<file path="config.mk">
export PLATFORM = sky130hd
export DESIGN_NAME = neighbor_table_with_expiry_unit
export DESIGN_NICKNAME = d
export VERILOG_FILES = /design/src/hw/rtl/nte_pkg.sv /design/src/hw/rtl/neighbor_table_with_expiry_unit.sv
export SDC_FILE = /design/constraint.sdc
export NUM_CORES = 1
export LEC_CHECK = 0
export ABC_AREA = 1
export BUFFER_PORTS_ARGS = -buffer_cell sky130_fd_sc_hd__buf_2
export CELL_PAD_IN_SITES_DETAIL_PLACEMENT = 0
export CELL_PAD_IN_SITES_GLOBAL_PLACEMENT = 1
export CORE_UTILIZATION = 40
export CTS_BUF_LIST = sky130_fd_sc_hd__clkbuf_16
export DETAILED_ROUTE_END_ITERATION = 16
export GPL_TIMING_DRIVEN = 0
export PLACE_DENSITY_LB_ADDON = 0.1
export REMOVE_ABC_BUFFERS = 1
export SETUP_SLACK_MARGIN = 0.4
export SLEW_MARGIN = 20
export SYNTH_ARGS = -nofsm -noshare
export SYNTH_HDL_FRONTEND = slang
export SYNTH_SLANG_ARGS = --single-unit
</file>
<file path="constraint.sdc">
create_clock -name aclk -period 13.9 [get_ports aclk]
set_input_delay 1.39 -clock aclk [delete_from_list [all_inputs] [get_ports aclk]]
set_output_delay 1.39 -clock aclk [all_outputs]
set_load 0.05 [all_outputs]
</file>
<file path="src/hw/rtl/nte_pkg.sv">
// Package for the neighbor table: codes, state encoding and default sizes.
package nte_pkg;

    // Default table size and time width
    localparam int unsigned TABLE_DEPTH_DEF = 16;
    localparam int unsigned TIME_BITS_DEF   = 32;

    // Input transaction kinds
    typedef enum logic [1:0] {
        KIND_UPDATE = 2'd0,
        KIND_QUERY  = 2'd1,
        KIND_TXERR  = 2'd2,
        KIND_TICK   = 2'd3
    } kind_t;

    // Result transaction kinds
    typedef enum logic [1:0] {
        RPT_FAILURE = 2'd0,
        RPT_ANSWER  = 2'd1,
        RPT_DONE    = 2'd2
    } rpt_kind_t;

    // Sequencer states
    typedef enum logic [2:0] {
        ST_IDLE,
        ST_SRCH_RD,
        ST_SRCH_EV,
        ST_PURGE_RD,
        ST_PURGE_EV,
        ST_FINAL
    } state_t;

endpackage

</file>
<file path="src/hw/rtl/neighbor_table_with_expiry_unit.sv">
// Neighbor table with expiry: entry memory, scan sequencer and result register.
//
// The table holds up to TABLE_DEPTH neighbor addresses, each with an absolute
// expiry time and a close mark, in a single-port-write, registered-read memory
// that starts empty (a fill count marks the live entries, no clearing pass).
// One transaction is processed at a time; s_ready is high only while the
// sequencer is idle, and a finished result may still wait in the output
// register while the next transaction is taken. Every entry visit is a memory
// read, then a compare and write back through one shared compare and subtract
// path. Query, transmit error and tick run one purge pass. Update first runs
// a search pass; a hit at entry k ends there, and a miss appends and purges
// (the insert is dropped when the table is full). Each reported removal and
// the final result wait while m_ready is held low. Each transaction yields
// zero or more link failure reports (when report_failures is set) followed by
// one final result with m_last set.
module neighbor_table_with_expiry_unit #(
    parameter int unsigned TABLE_DEPTH = nte_pkg::TABLE_DEPTH_DEF,
    parameter int unsigned TIME_BITS   = nte_pkg::TIME_BITS_DEF
) (
    input  logic                 aclk,
    input  logic                 aresetn,
    // configuration
    input  logic                 cfg_wr_en,
    input  logic                 cfg_wr_data,
    // input channel
    input  logic                 s_valid,
    output logic                 s_ready,
    input  logic [1:0]           s_kind,
    input  logic [15:0]          s_addr,
    input  logic [TIME_BITS-1:0] s_lifetime,
    input  logic [TIME_BITS-1:0] s_now,
    // result channel
    output logic                 m_valid,
    input  logic                 m_ready,
    output logic [1:0]           m_report_kind,
    output logic [15:0]          m_link_addr,
    output logic                 m_found,
    output logic [TIME_BITS-1:0] m_remaining,
    output logic                 m_table_full,
    output logic                 m_last
);

    localparam int unsigned IDX_W = (TABLE_DEPTH > 1) ? $clog2(TABLE_DEPTH) : 1;
    localparam int unsigned CNT_W = $clog2(TABLE_DEPTH + 1);
    localparam logic [CNT_W-1:0] DEPTH_CNT = CNT_W'(TABLE_DEPTH);

    // Entry memory
    logic [15:0]          mem_addr   [TABLE_DEPTH];
    logic [TIME_BITS-1:0] mem_exp    [TABLE_DEPTH];
    logic                 mem_closed [TABLE_DEPTH];

    logic                 mem_we;
    logic [IDX_W-1:0]     mem_wa;
    logic [15:0]          mem_wd_addr;
    logic [TIME_BITS-1:0] mem_wd_exp;
    logic                 mem_wd_closed;
    logic [15:0]          rd_addr_reg;
    logic [TIME_BITS-1:0] rd_exp_reg;
    logic                 rd_closed_reg;

    // Control and transaction registers
    nte_pkg::state_t      state_reg, state_next;
    nte_pkg::kind_t       kind_reg, kind_next;
    logic [15:0]          addr_reg, addr_next;
    logic [TIME_BITS-1:0] life_reg, life_next;
    logic [TIME_BITS-1:0] now_reg, now_next;
    logic [CNT_W-1:0]     idx_reg, idx_next;
    logic [CNT_W-1:0]     wr_reg, wr_next;
    logic [CNT_W-1:0]     count_reg, count_next;
    logic                 full_reg, full_next;
    logic                 found_reg, found_next;
    logic [TIME_BITS-1:0] rem_reg, rem_next;
    logic                 report_failures_reg;

    // Output register
    logic                 m_valid_reg, m_valid_next;
    nte_pkg::rpt_kind_t   o_kind_reg, o_kind_next;
    logic [15:0]          o_addr_reg, o_addr_next;
    logic                 o_found_reg, o_found_next;
    logic [TIME_BITS-1:0] o_rem_reg, o_rem_next;
    logic                 o_full_reg, o_full_next;
    logic                 o_last_reg, o_last_next;

    // Shared arithmetic
    logic [TIME_BITS:0]   sum_wide;
    logic [TIME_BITS-1:0] exp_sat;
    logic                 addr_hit;
    logic                 expired;
    logic                 kill;
    logic                 out_free;
    logic                 scan_end;

    assign sum_wide = {1'b0, life_reg} + {1'b0, now_reg};
    assign exp_sat  = sum_wide[TIME_BITS] ? {TIME_BITS{1'b1}} : sum_wide[TIME_BITS-1:0];
    assign addr_hit = (rd_addr_reg == addr_reg);
    assign expired  = (rd_exp_reg < now_reg);
    assign kill     = expired || rd_closed_reg ||
                      ((kind_reg == nte_pkg::KIND_TXERR) && addr_hit);
    assign out_free = !m_valid_reg || m_ready;
    assign scan_end = (idx_reg >= count_reg);

    // Write and read the entry memory
    always_ff @(posedge aclk) begin
        if (mem_we) begin
            mem_addr[mem_wa]   <= mem_wd_addr;
            mem_exp[mem_wa]    <= mem_wd_exp;
            mem_closed[mem_wa] <= mem_wd_closed;
        end
        rd_addr_reg   <= mem_addr[idx_reg[IDX_W-1:0]];
        rd_exp_reg    <= mem_exp[idx_reg[IDX_W-1:0]];
        rd_closed_reg <= mem_closed[idx_reg[IDX_W-1:0]];
    end

    // Hold the configuration register
    always_ff @(posedge aclk) begin
        if (!aresetn) begin
            report_failures_reg <= 1'b0;
        end else if (cfg_wr_en) begin
            report_failures_reg <= cfg_wr_data;
        end
    end

    // Control registers
    always_ff @(posedge aclk) begin
        if (!aresetn) begin
            state_reg   <= nte_pkg::ST_IDLE;
            count_reg   <= '0;
            m_valid_reg <= 1'b0;
        end else begin
            state_reg   <= state_next;
            count_reg   <= count_next;
            m_valid_reg <= m_valid_next;
        end
    end

    // Payload registers
    always_ff @(posedge aclk) begin
        kind_reg    <= kind_next;
        addr_reg    <= addr_next;
        life_reg    <= life_next;
        now_reg     <= now_next;
        idx_reg     <= idx_next;
        wr_reg      <= wr_next;
        full_reg    <= full_next;
        found_reg   <= found_next;
        rem_reg     <= rem_next;
        o_kind_reg  <= o_kind_next;
        o_addr_reg  <= o_addr_next;
        o_found_reg <= o_found_next;
        o_rem_reg   <= o_rem_next;
        o_full_reg  <= o_full_next;
        o_last_reg  <= o_last_next;
    end

    // Sequencer: next state, memory writes and result loads
    always_comb begin
        state_next    = state_reg;
        kind_next     = kind_reg;
        addr_next     = addr_reg;
        life_next     = life_reg;
        now_next      = now_reg;
        idx_next      = idx_reg;
        wr_next       = wr_reg;
        count_next    = count_reg;
        full_next     = full_reg;
        found_next    = found_reg;
        rem_next      = rem_reg;
        m_valid_next  = m_valid_reg && !m_ready;
        o_kind_next   = o_kind_reg;
        o_addr_next   = o_addr_reg;
        o_found_next  = o_found_reg;
        o_rem_next    = o_rem_reg;
        o_full_next   = o_full_reg;
        o_last_next   = o_last_reg;
        mem_we        = 1'b0;
        mem_wa        = idx_reg[IDX_W-1:0];
        mem_wd_addr   = rd_addr_reg;
        mem_wd_exp    = rd_exp_reg;
        mem_wd_closed = rd_closed_reg;
        s_ready       = 1'b0;

        case (state_reg)
            nte_pkg::ST_IDLE: begin
                s_ready = 1'b1;
                if (s_valid) begin
                    kind_next  = nte_pkg::kind_t'(s_kind);
                    addr_next  = s_addr;
                    life_next  = s_lifetime;
                    now_next   = s_now;
                    idx_next   = '0;
                    wr_next    = '0;
                    full_next  = 1'b0;
                    found_next = 1'b0;
                    rem_next   = '0;
                    if (nte_pkg::kind_t'(s_kind) == nte_pkg::KIND_UPDATE) begin
                        state_next = nte_pkg::ST_SRCH_RD;
                    end else begin
                        state_next = nte_pkg::ST_PURGE_RD;
                    end
                end
            end

            // Look up the address before inserting
            nte_pkg::ST_SRCH_RD: begin
                if (scan_end) begin
                    if (count_reg < DEPTH_CNT) begin
                        mem_we        = 1'b1;
                        mem_wa        = count_reg[IDX_W-1:0];
                        mem_wd_addr   = addr_reg;
                        mem_wd_exp    = exp_sat;
                        mem_wd_closed = 1'b0;
                        count_next    = count_reg + 1'b1;
                    end else begin
                        full_next = 1'b1;
                    end
                    idx_next   = '0;
                    wr_next    = '0;
                    state_next = nte_pkg::ST_PURGE_RD;
                end else begin
                    state_next = nte_pkg::ST_SRCH_EV;
                end
            end

            nte_pkg::ST_SRCH_EV: begin
                if (addr_hit) begin
                    // Extend the expiry of a present entry, no purge
                    if (exp_sat > rd_exp_reg) begin
                        mem_we     = 1'b1;
                        mem_wd_exp = exp_sat;
                    end
                    state_next = nte_pkg::ST_FINAL;
                end else begin
                    idx_next   = idx_reg + 1'b1;
                    state_next = nte_pkg::ST_SRCH_RD;
                end
            end

            // Compact the table, dropping expired and closed entries and, on a transmit error, matching ones
            nte_pkg::ST_PURGE_RD: begin
                if (scan_end) begin
                    count_next = wr_reg;
                    state_next = nte_pkg::ST_FINAL;
                end else begin
                    state_next = nte_pkg::ST_PURGE_EV;
                end
            end

            nte_pkg::ST_PURGE_EV: begin
                if (kill) begin
                    if (!report_failures_reg) begin
                        idx_next   = idx_reg + 1'b1;
                        state_next = nte_pkg::ST_PURGE_RD;
                    end else if (out_free) begin
                        m_valid_next = 1'b1;
                        o_kind_next  = nte_pkg::RPT_FAILURE;
                        o_addr_next  = rd_addr_reg;
                        o_found_next = 1'b0;
                        o_rem_next   = '0;
                        o_full_next  = 1'b0;
                        o_last_next  = 1'b0;
                        idx_next     = idx_reg + 1'b1;
                        state_next   = nte_pkg::ST_PURGE_RD;
                    end
                end else begin
                    mem_we  = 1'b1;
                    mem_wa  = wr_reg[IDX_W-1:0];
                    wr_next = wr_reg + 1'b1;
                    // First surviving match answers a query
                    if ((kind_reg == nte_pkg::KIND_QUERY) && addr_hit && !found_reg) begin
                        found_next = 1'b1;
                        rem_next   = rd_exp_reg - now_reg;
                    end
                    idx_next   = idx_reg + 1'b1;
                    state_next = nte_pkg::ST_PURGE_RD;
                end
            end

            // Emit the closing transaction
            nte_pkg::ST_FINAL: begin
                if (out_free) begin
                    m_valid_next = 1'b1;
                    o_found_next = found_reg;
                    o_rem_next   = rem_reg;
                    o_full_next  = full_reg;
                    o_last_next  = 1'b1;
                    o_addr_next  = addr_reg;
                    if (kind_reg == nte_pkg::KIND_QUERY) begin
                        o_kind_next = nte_pkg::RPT_ANSWER;
                    end else begin
                        o_kind_next = nte_pkg::RPT_DONE;
                    end
                    if (kind_reg == nte_pkg::KIND_TICK) begin
                        o_addr_next = '0;
                    end
                    state_next = nte_pkg::ST_IDLE;
                end
            end

            default: begin
                state_next = nte_pkg::ST_IDLE;
            end
        endcase
    end

    // Drive the result channel
    assign m_valid       = m_valid_reg;
    assign m_report_kind = o_kind_reg;
    assign m_link_addr   = o_addr_reg;
    assign m_found       = o_found_reg;
    assign m_remaining   = o_rem_reg;
    assign m_table_full  = o_full_reg;
    assign m_last        = o_last_reg;

endmodule

</file>
==> results of run 1 <==
## tightest hold or removal path, cell delays in order, from the launching register on
cell	delay, ps
edfxtp_1	310
inv_1	30
nor2_1	80
## routing by layer
metal	track usage [%]	share of wire [%]	vias to the layer above	wire length [um]
met2	36.45	47	742	58590
met5	0	0	-	0
li1	-	-	14020	-
met4	5.792	2.4	0	2992
met3	3.177	4.9	180	6192
met1	31.76	46	14540	57930
## kinds of logic (layout without fill, tap and decap cells)
logic type / count (synthesis) / after routing / share of synthesized area [%]
buf+inv: 450 / 751 / 3.934
xor+xnor: 21 / 21 / 0.4206
flops: 1022 / 1022 / 68.82
simple gates: 1253 / 1253 / 11.75
compound gates: 923 / 923 / 12.00
fa+ha+maj: 106 / 106 / 3.067
## cell type report
type / count / area, um2 / share of cell area (%)
inverter: 269 / 1030 / 1.986
sequential: 1022 / 30100 / 58.04
timing repair buffer: 275 / 3327 / 6.416
multi-input combinational: 2303 / 12140 / 23.41
clock buffer: 111 / 2778 / 5.357
clock inverter: 96 / 729.5 / 1.407
tap: 1403 / 1755 / 3.385
## through the flow
| step | cells | cell area [um2] |
|---|---|---|
| 5_1_grt | 5479 | 51850 |
| 3_5_place_dp | 5272 | 48340 |
| 4_1_cts | 5479 | 51850 |
| 2_1_floorplan | 3594 | 43020 |
| 3_3_place_gp | 5139 | 45490 |
| 6_report | 5479 | 51850 |
## path summary, 6_finish.rpt
path	start	endpoint	slack (ps)	cells past startpoint
setup / recovery	idx_reg[0]	mem_exp[14][22]	6520	25
hold / removal	rem_reg[30]	m_remaining[30]	540	2
setup reg to reg	idx_reg[0]	mem_exp[14][22]	6520	25
hold reg to reg	rem_reg[30]	m_remaining[30]	540	2
## cell usage in the layout (no fill, tap or decap), types with 31 or more instances in the layout
cell and n:
nand2_1 445, nand3_1 160, o21ai_0 482, nor2_1 548
buf_12 33, a21oi_1 130, o22ai_1 118, buf_8 31
buf_16 48, inv_1 279, dfxtp_1 59, o21ai_1 32
o221ai_1 80, edfxtp_1 963, ha_1 104, clkbuf_16 111
buf_2 142
## power by group
group / switching [uW] / total [uW] / internal, uW
clock network: 1220 / 2840 / 1610
logic: 3180 / 4570 / 1380
registers: 238 / 4690 / 4460
total: 4640 / 12100 / 7450
==> metrics, run 1 <==
CTS root buf clkbuf_16; CTS H-tree lvls 3; utilization after layout about half; Clock Skew around 42 ps; WP buf/inv 17; row count 120; Crit-path slowest cell edfxtp_1; vias in the first global route around 28000; Yosys cell types 55; post-route setup slack around 6500 ps; Nets around 4200; I/O Buffers approximately 140; minimum clock period approximately 7400 ps; Num CTS Buffers 109; clk buf depth 3; gr ovfl total 0; I/O Pins roughly 140; Least-Margin Pin Slew ~1000 ps; CP startpoint kind register; Fillers about 9700; drt drc 0; setup TNS 0 ps; Die Wd 332.7 um; clk_lat worst skew roughly 700 ps; fin crit share 53.09%; Initial Utilization roughly two fifths; Worst VDD drop about 0.11 mV; Finish-stage setup viols 0; first-pass GRT wire length between 150000 and 200000 um; TritonRoute pass-1 iters 6; core footprint ~0.11 mm2; postcts setup bufs 0; register area share after synthesis approximately 70%; synth warn 0; Final Slew Violations 0; Post-synth EDFFs just under 1000; Synth area leader edfxtp_1; Final ANT Viol Nets 0; Leakage approximately 0.019 uW; pin count of the biggest net entering global routing ~110; Max Cap Viol 0; delay-heaviest family, CP buffers and inverters; Post-Route WL roughly 130000 um; Regs by FF count mem_exp: 512 flops, mem_addr: 256 flops; Biggest register mem_exp; Final HPWL DP 84020 um; initial antenna violation count 3; async set or reset register ratio after synthesis 0%; ANT cells 0; post-place setup slack between 6000 and 7000 ps; clk sink count between 1000 and 1500; crit path kind reg -> reg; worst stage delay on the critical path 710 ps; vias post-DR a little under 30000; Relative slew margins 31.62%; top post-synthesis cells by count 963 x edfxtp_1, 568 x nor2_1, 520 x o21ai_0; post-synth top area share 66.12%; First DRT Iteration DRCs approximately 2400; Layout Area Growth over Synthesis 18.57%; Cell Area, Synth between 0.04 and 0.05 mm2; WP data arrival ~8000 ps; fmax between 100 and 150 MHz; Largest register FFs between 500 and 600; PwrDens roughly 230 mW/mm2; Die Area 0.1107 mm2; status completed; FF+latch count, synth between 1000 and 1500; largest cells by area after synthesis edfxtp_1 66%, o21ai_0 6.0%, nor2_1 4.9%, nand2_1 3.8%, ha_1 3.0%; Syn Area/Cell ~12 um2; routability congestion estimate between 0.8 and 0.9; share of layout cells above drive strength 1 between 10% and 20%; Design Power about 12000 uW; vias per cell ~5.4; top-count cell post-synth edfxtp_1; hold buffer count at CTS 0; WHS ~540 ps; RSZ-0062 raised after global routing false; main flop type after synthesis edfxtp_1; Die Ht ~330 um; clock-pin slew on the worst setup and hold paths 60 ps; TritonCTS clock tree built; routed len/inst ~23 um; GRT Overall Usage a little under a quarter; Tightest Hold Check Type reg -> reg; CP dominant cell by count buf_8; Critical Path Sink Type register; Critical Path Fanout Max 99; Mapped Cells around 3800; Fin. Hold Viols 0; WP data required approximately 14000 ps; post-CTS resize count 0
No activity file was read; power rests on OpenSTA's default activity.
==> run 2: changes to the inputs <==
- clock period: 13.9 -> 7.2 ns (I/O delays scaled with it)
==> run 2 against run 1 <==
  * Highest routed layer unchanged
  * Sequential power is 93% higher
  * Flip-flop and latch count stayed put
  * Non-clock buffer count is 8 higher
  * Worst setup slack worse by 5700 ps
  * Worst hold slack worse by 350 ps
  * Clock power is 93% higher
  * Utilization is 0.078 points higher
  * Critical path depth stayed put
  * Total power is 93% higher
  * First-iteration DRC count is 0.75% lower
  * Sequential share of layout area is 0.094 points lower
  * Combinational power is 93% higher
  * Largest cell class unchanged
==> metrics, run 2 (same netlist as run 1, synthesis figures left out) <==
status completed; Largest register FFs 512 (unchanged); WP data arrival 6730 ps (-1040 ps); clk_lat worst skew 700 ps (about the same); clk sink count 1022 (unchanged); Finish-stage setup viols 0 (unchanged); ANT cells 0 (unchanged); Die Ht 332.7 um (unchanged); routed len/inst 22.93 um (about the same); GRT Overall Usage 22.55% (+0.047 points); worst stage delay on the critical path 410 ps (-300 ps); Crit-path slowest cell edfxtp_1; Least-Margin Pin Slew 1006 ps (-12.88 ps); crit path kind reg -> reg; initial antenna violation count 3 (unchanged); first-pass GRT wire length 185200 um (+0.18%); Worst VDD drop 0.2219 mV (+93%); pin count of the biggest net entering global routing 109 (unchanged); CTS root buf clkbuf_16; row count 120 (unchanged); fmax 157.9 MHz (+16%); Critical Path Sink Type register; Layout Area Growth over Synthesis 18.76%; vias post-DR 29550 (+0.24%); Critical Path Fanout Max 99 (unchanged); Max Cap Viol 0 (unchanged); Relative slew margins 32.49% (+0.86 points); WHS 192.8 ps (-345.8 ps); CTS H-tree lvls 3 (unchanged); RSZ-0062 raised after global routing false; Initial Utilization 40.62% (unchanged); WP buf/inv 17 (unchanged); I/O Buffers 142 (unchanged); hold buffer count at CTS 0 (unchanged); TritonRoute pass-1 iters 5 (-1); First DRT Iteration DRCs 2395 (-0.75%); vias per cell 5.384 (about the same); Regs by FF count mem_exp: 512 flops, mem_addr: 256 flops; area occupied by multi-input gates 0.01215 mm2 (+0.13%); TritonCTS clock tree built; most common cell after layout, fill and taps aside edfxtp_1; Fin. Hold Viols 0 (unchanged); clock-pin slew on the worst setup and hold paths 70 ps (about the same); drt drc 0 (unchanged); share of layout cells above drive strength 1 12.85% (+0.22 points); Biggest register mem_exp; Num CTS Buffers 109 (unchanged); Tightest Hold Check Type in -> reg; gr ovfl total 0 (unchanged); Leakage 0.01871 uW (+0.26%); Reg area 0.03010 mm2 (unchanged); delay-heaviest family, CP buffers and inverters; minimum clock period 6335 ps (-1045 ps); core footprint 0.1077 mm2 (unchanged); Final HPWL DP 84020 um (unchanged); routability congestion estimate 0.8606 (unchanged); Post-Route WL 125900 um (+0.12%); Design Power 23350 uW (+93%); WP data required 7590 ps (-6700 ps); CP dominant cell by count buf_8; I/O Pins 143 (unchanged); Final ANT Viol Nets 0 (unchanged); Die Area 0.1107 mm2 (unchanged); Fillers 9677 (-0.010%); Die Wd 332.7 um (unchanged); Final Slew Violations 0 (unchanged); Clock Skew 41.65 ps (-0.1711 ps); Nets 4183 (+0.22%); vias in the first global route 28390 (+0.081%); fin crit share 87.99% (+35 points); clk buf depth 3 (unchanged); most frequent cells in the layout 963 x edfxtp_1, 548 x nor2_1, 482 x o21ai_0; CP startpoint kind register; PwrDens 449.6 mW/mm2 (+93%)
==> run 2: what timing repair did <==
item,CTS,global route
hold endpoints to repair,0,0
gates cloned,1,0
pin swaps,4,2
setup buffers,3,5
setup endpoints to repair,554,417
resized for setup,1,1
==> run 2: power breakdown <==
group | internal, uW | switching (uW) | leakage [uW]
combinational | 2680 | 6150 | 0.00765
sequential | 8600 | 445 | 0.00924
clock | 3120 | 2350 | 0.00181
total | 14400 | 8950 | 0.0187
==> run 2: final cells by class <==
type / instances / share of cell area (%)
clock inverter: 96 / 1.404
inverter: 269 / 1.997
clock buffer: 111 / 5.348
sequential: 1022 / 57.95
multi-input combinational: 2304 / 23.40
timing repair buffer: 283 / 6.521
tap: 1403 / 3.380
==> run 2: worst paths after layout <==
| check | start | endpoint | slack, ps | cells past startpoint |
|---|---|---|---|---|
| max | idx_reg[0] | mem_exp[14][22] | 860 | 25 |
| min | s_addr[14] | addr_reg[14] | 190 | 1 |
| max reg2reg | idx_reg[0] | mem_exp[14][22] | 860 | 25 |
| min reg2reg | rem_reg[30] | m_remaining[30] | 540 | 2 |
==> run 2: per-layer routing <==
metal / vias up / routed length, um / track usage [%]
li1: 14030 / - / -
met1: 14600 / 57880 / 31.78
met2: 745 / 58930 / 36.57
met3: 176 / 6034 / 3.172
met4: 0 / 3014 / 5.841
met5: - / 0 / 0
==> run 2: through the flow <==
step	setup TNS [ps]	utilization, %	setup slack, ps	cells	instance area [um2]
after CTS	0	48.20	425.4	5483	51890
after detailed placement	-4592	44.91	-179.4	5272	48340
after global placement	-	42.25	-29880	5139	45490
after global routing	0	48.25	496.0	5488	51940
after floorplan	-	-	-11090	3594	43020
final	0	48.25	864.9	5488	51940
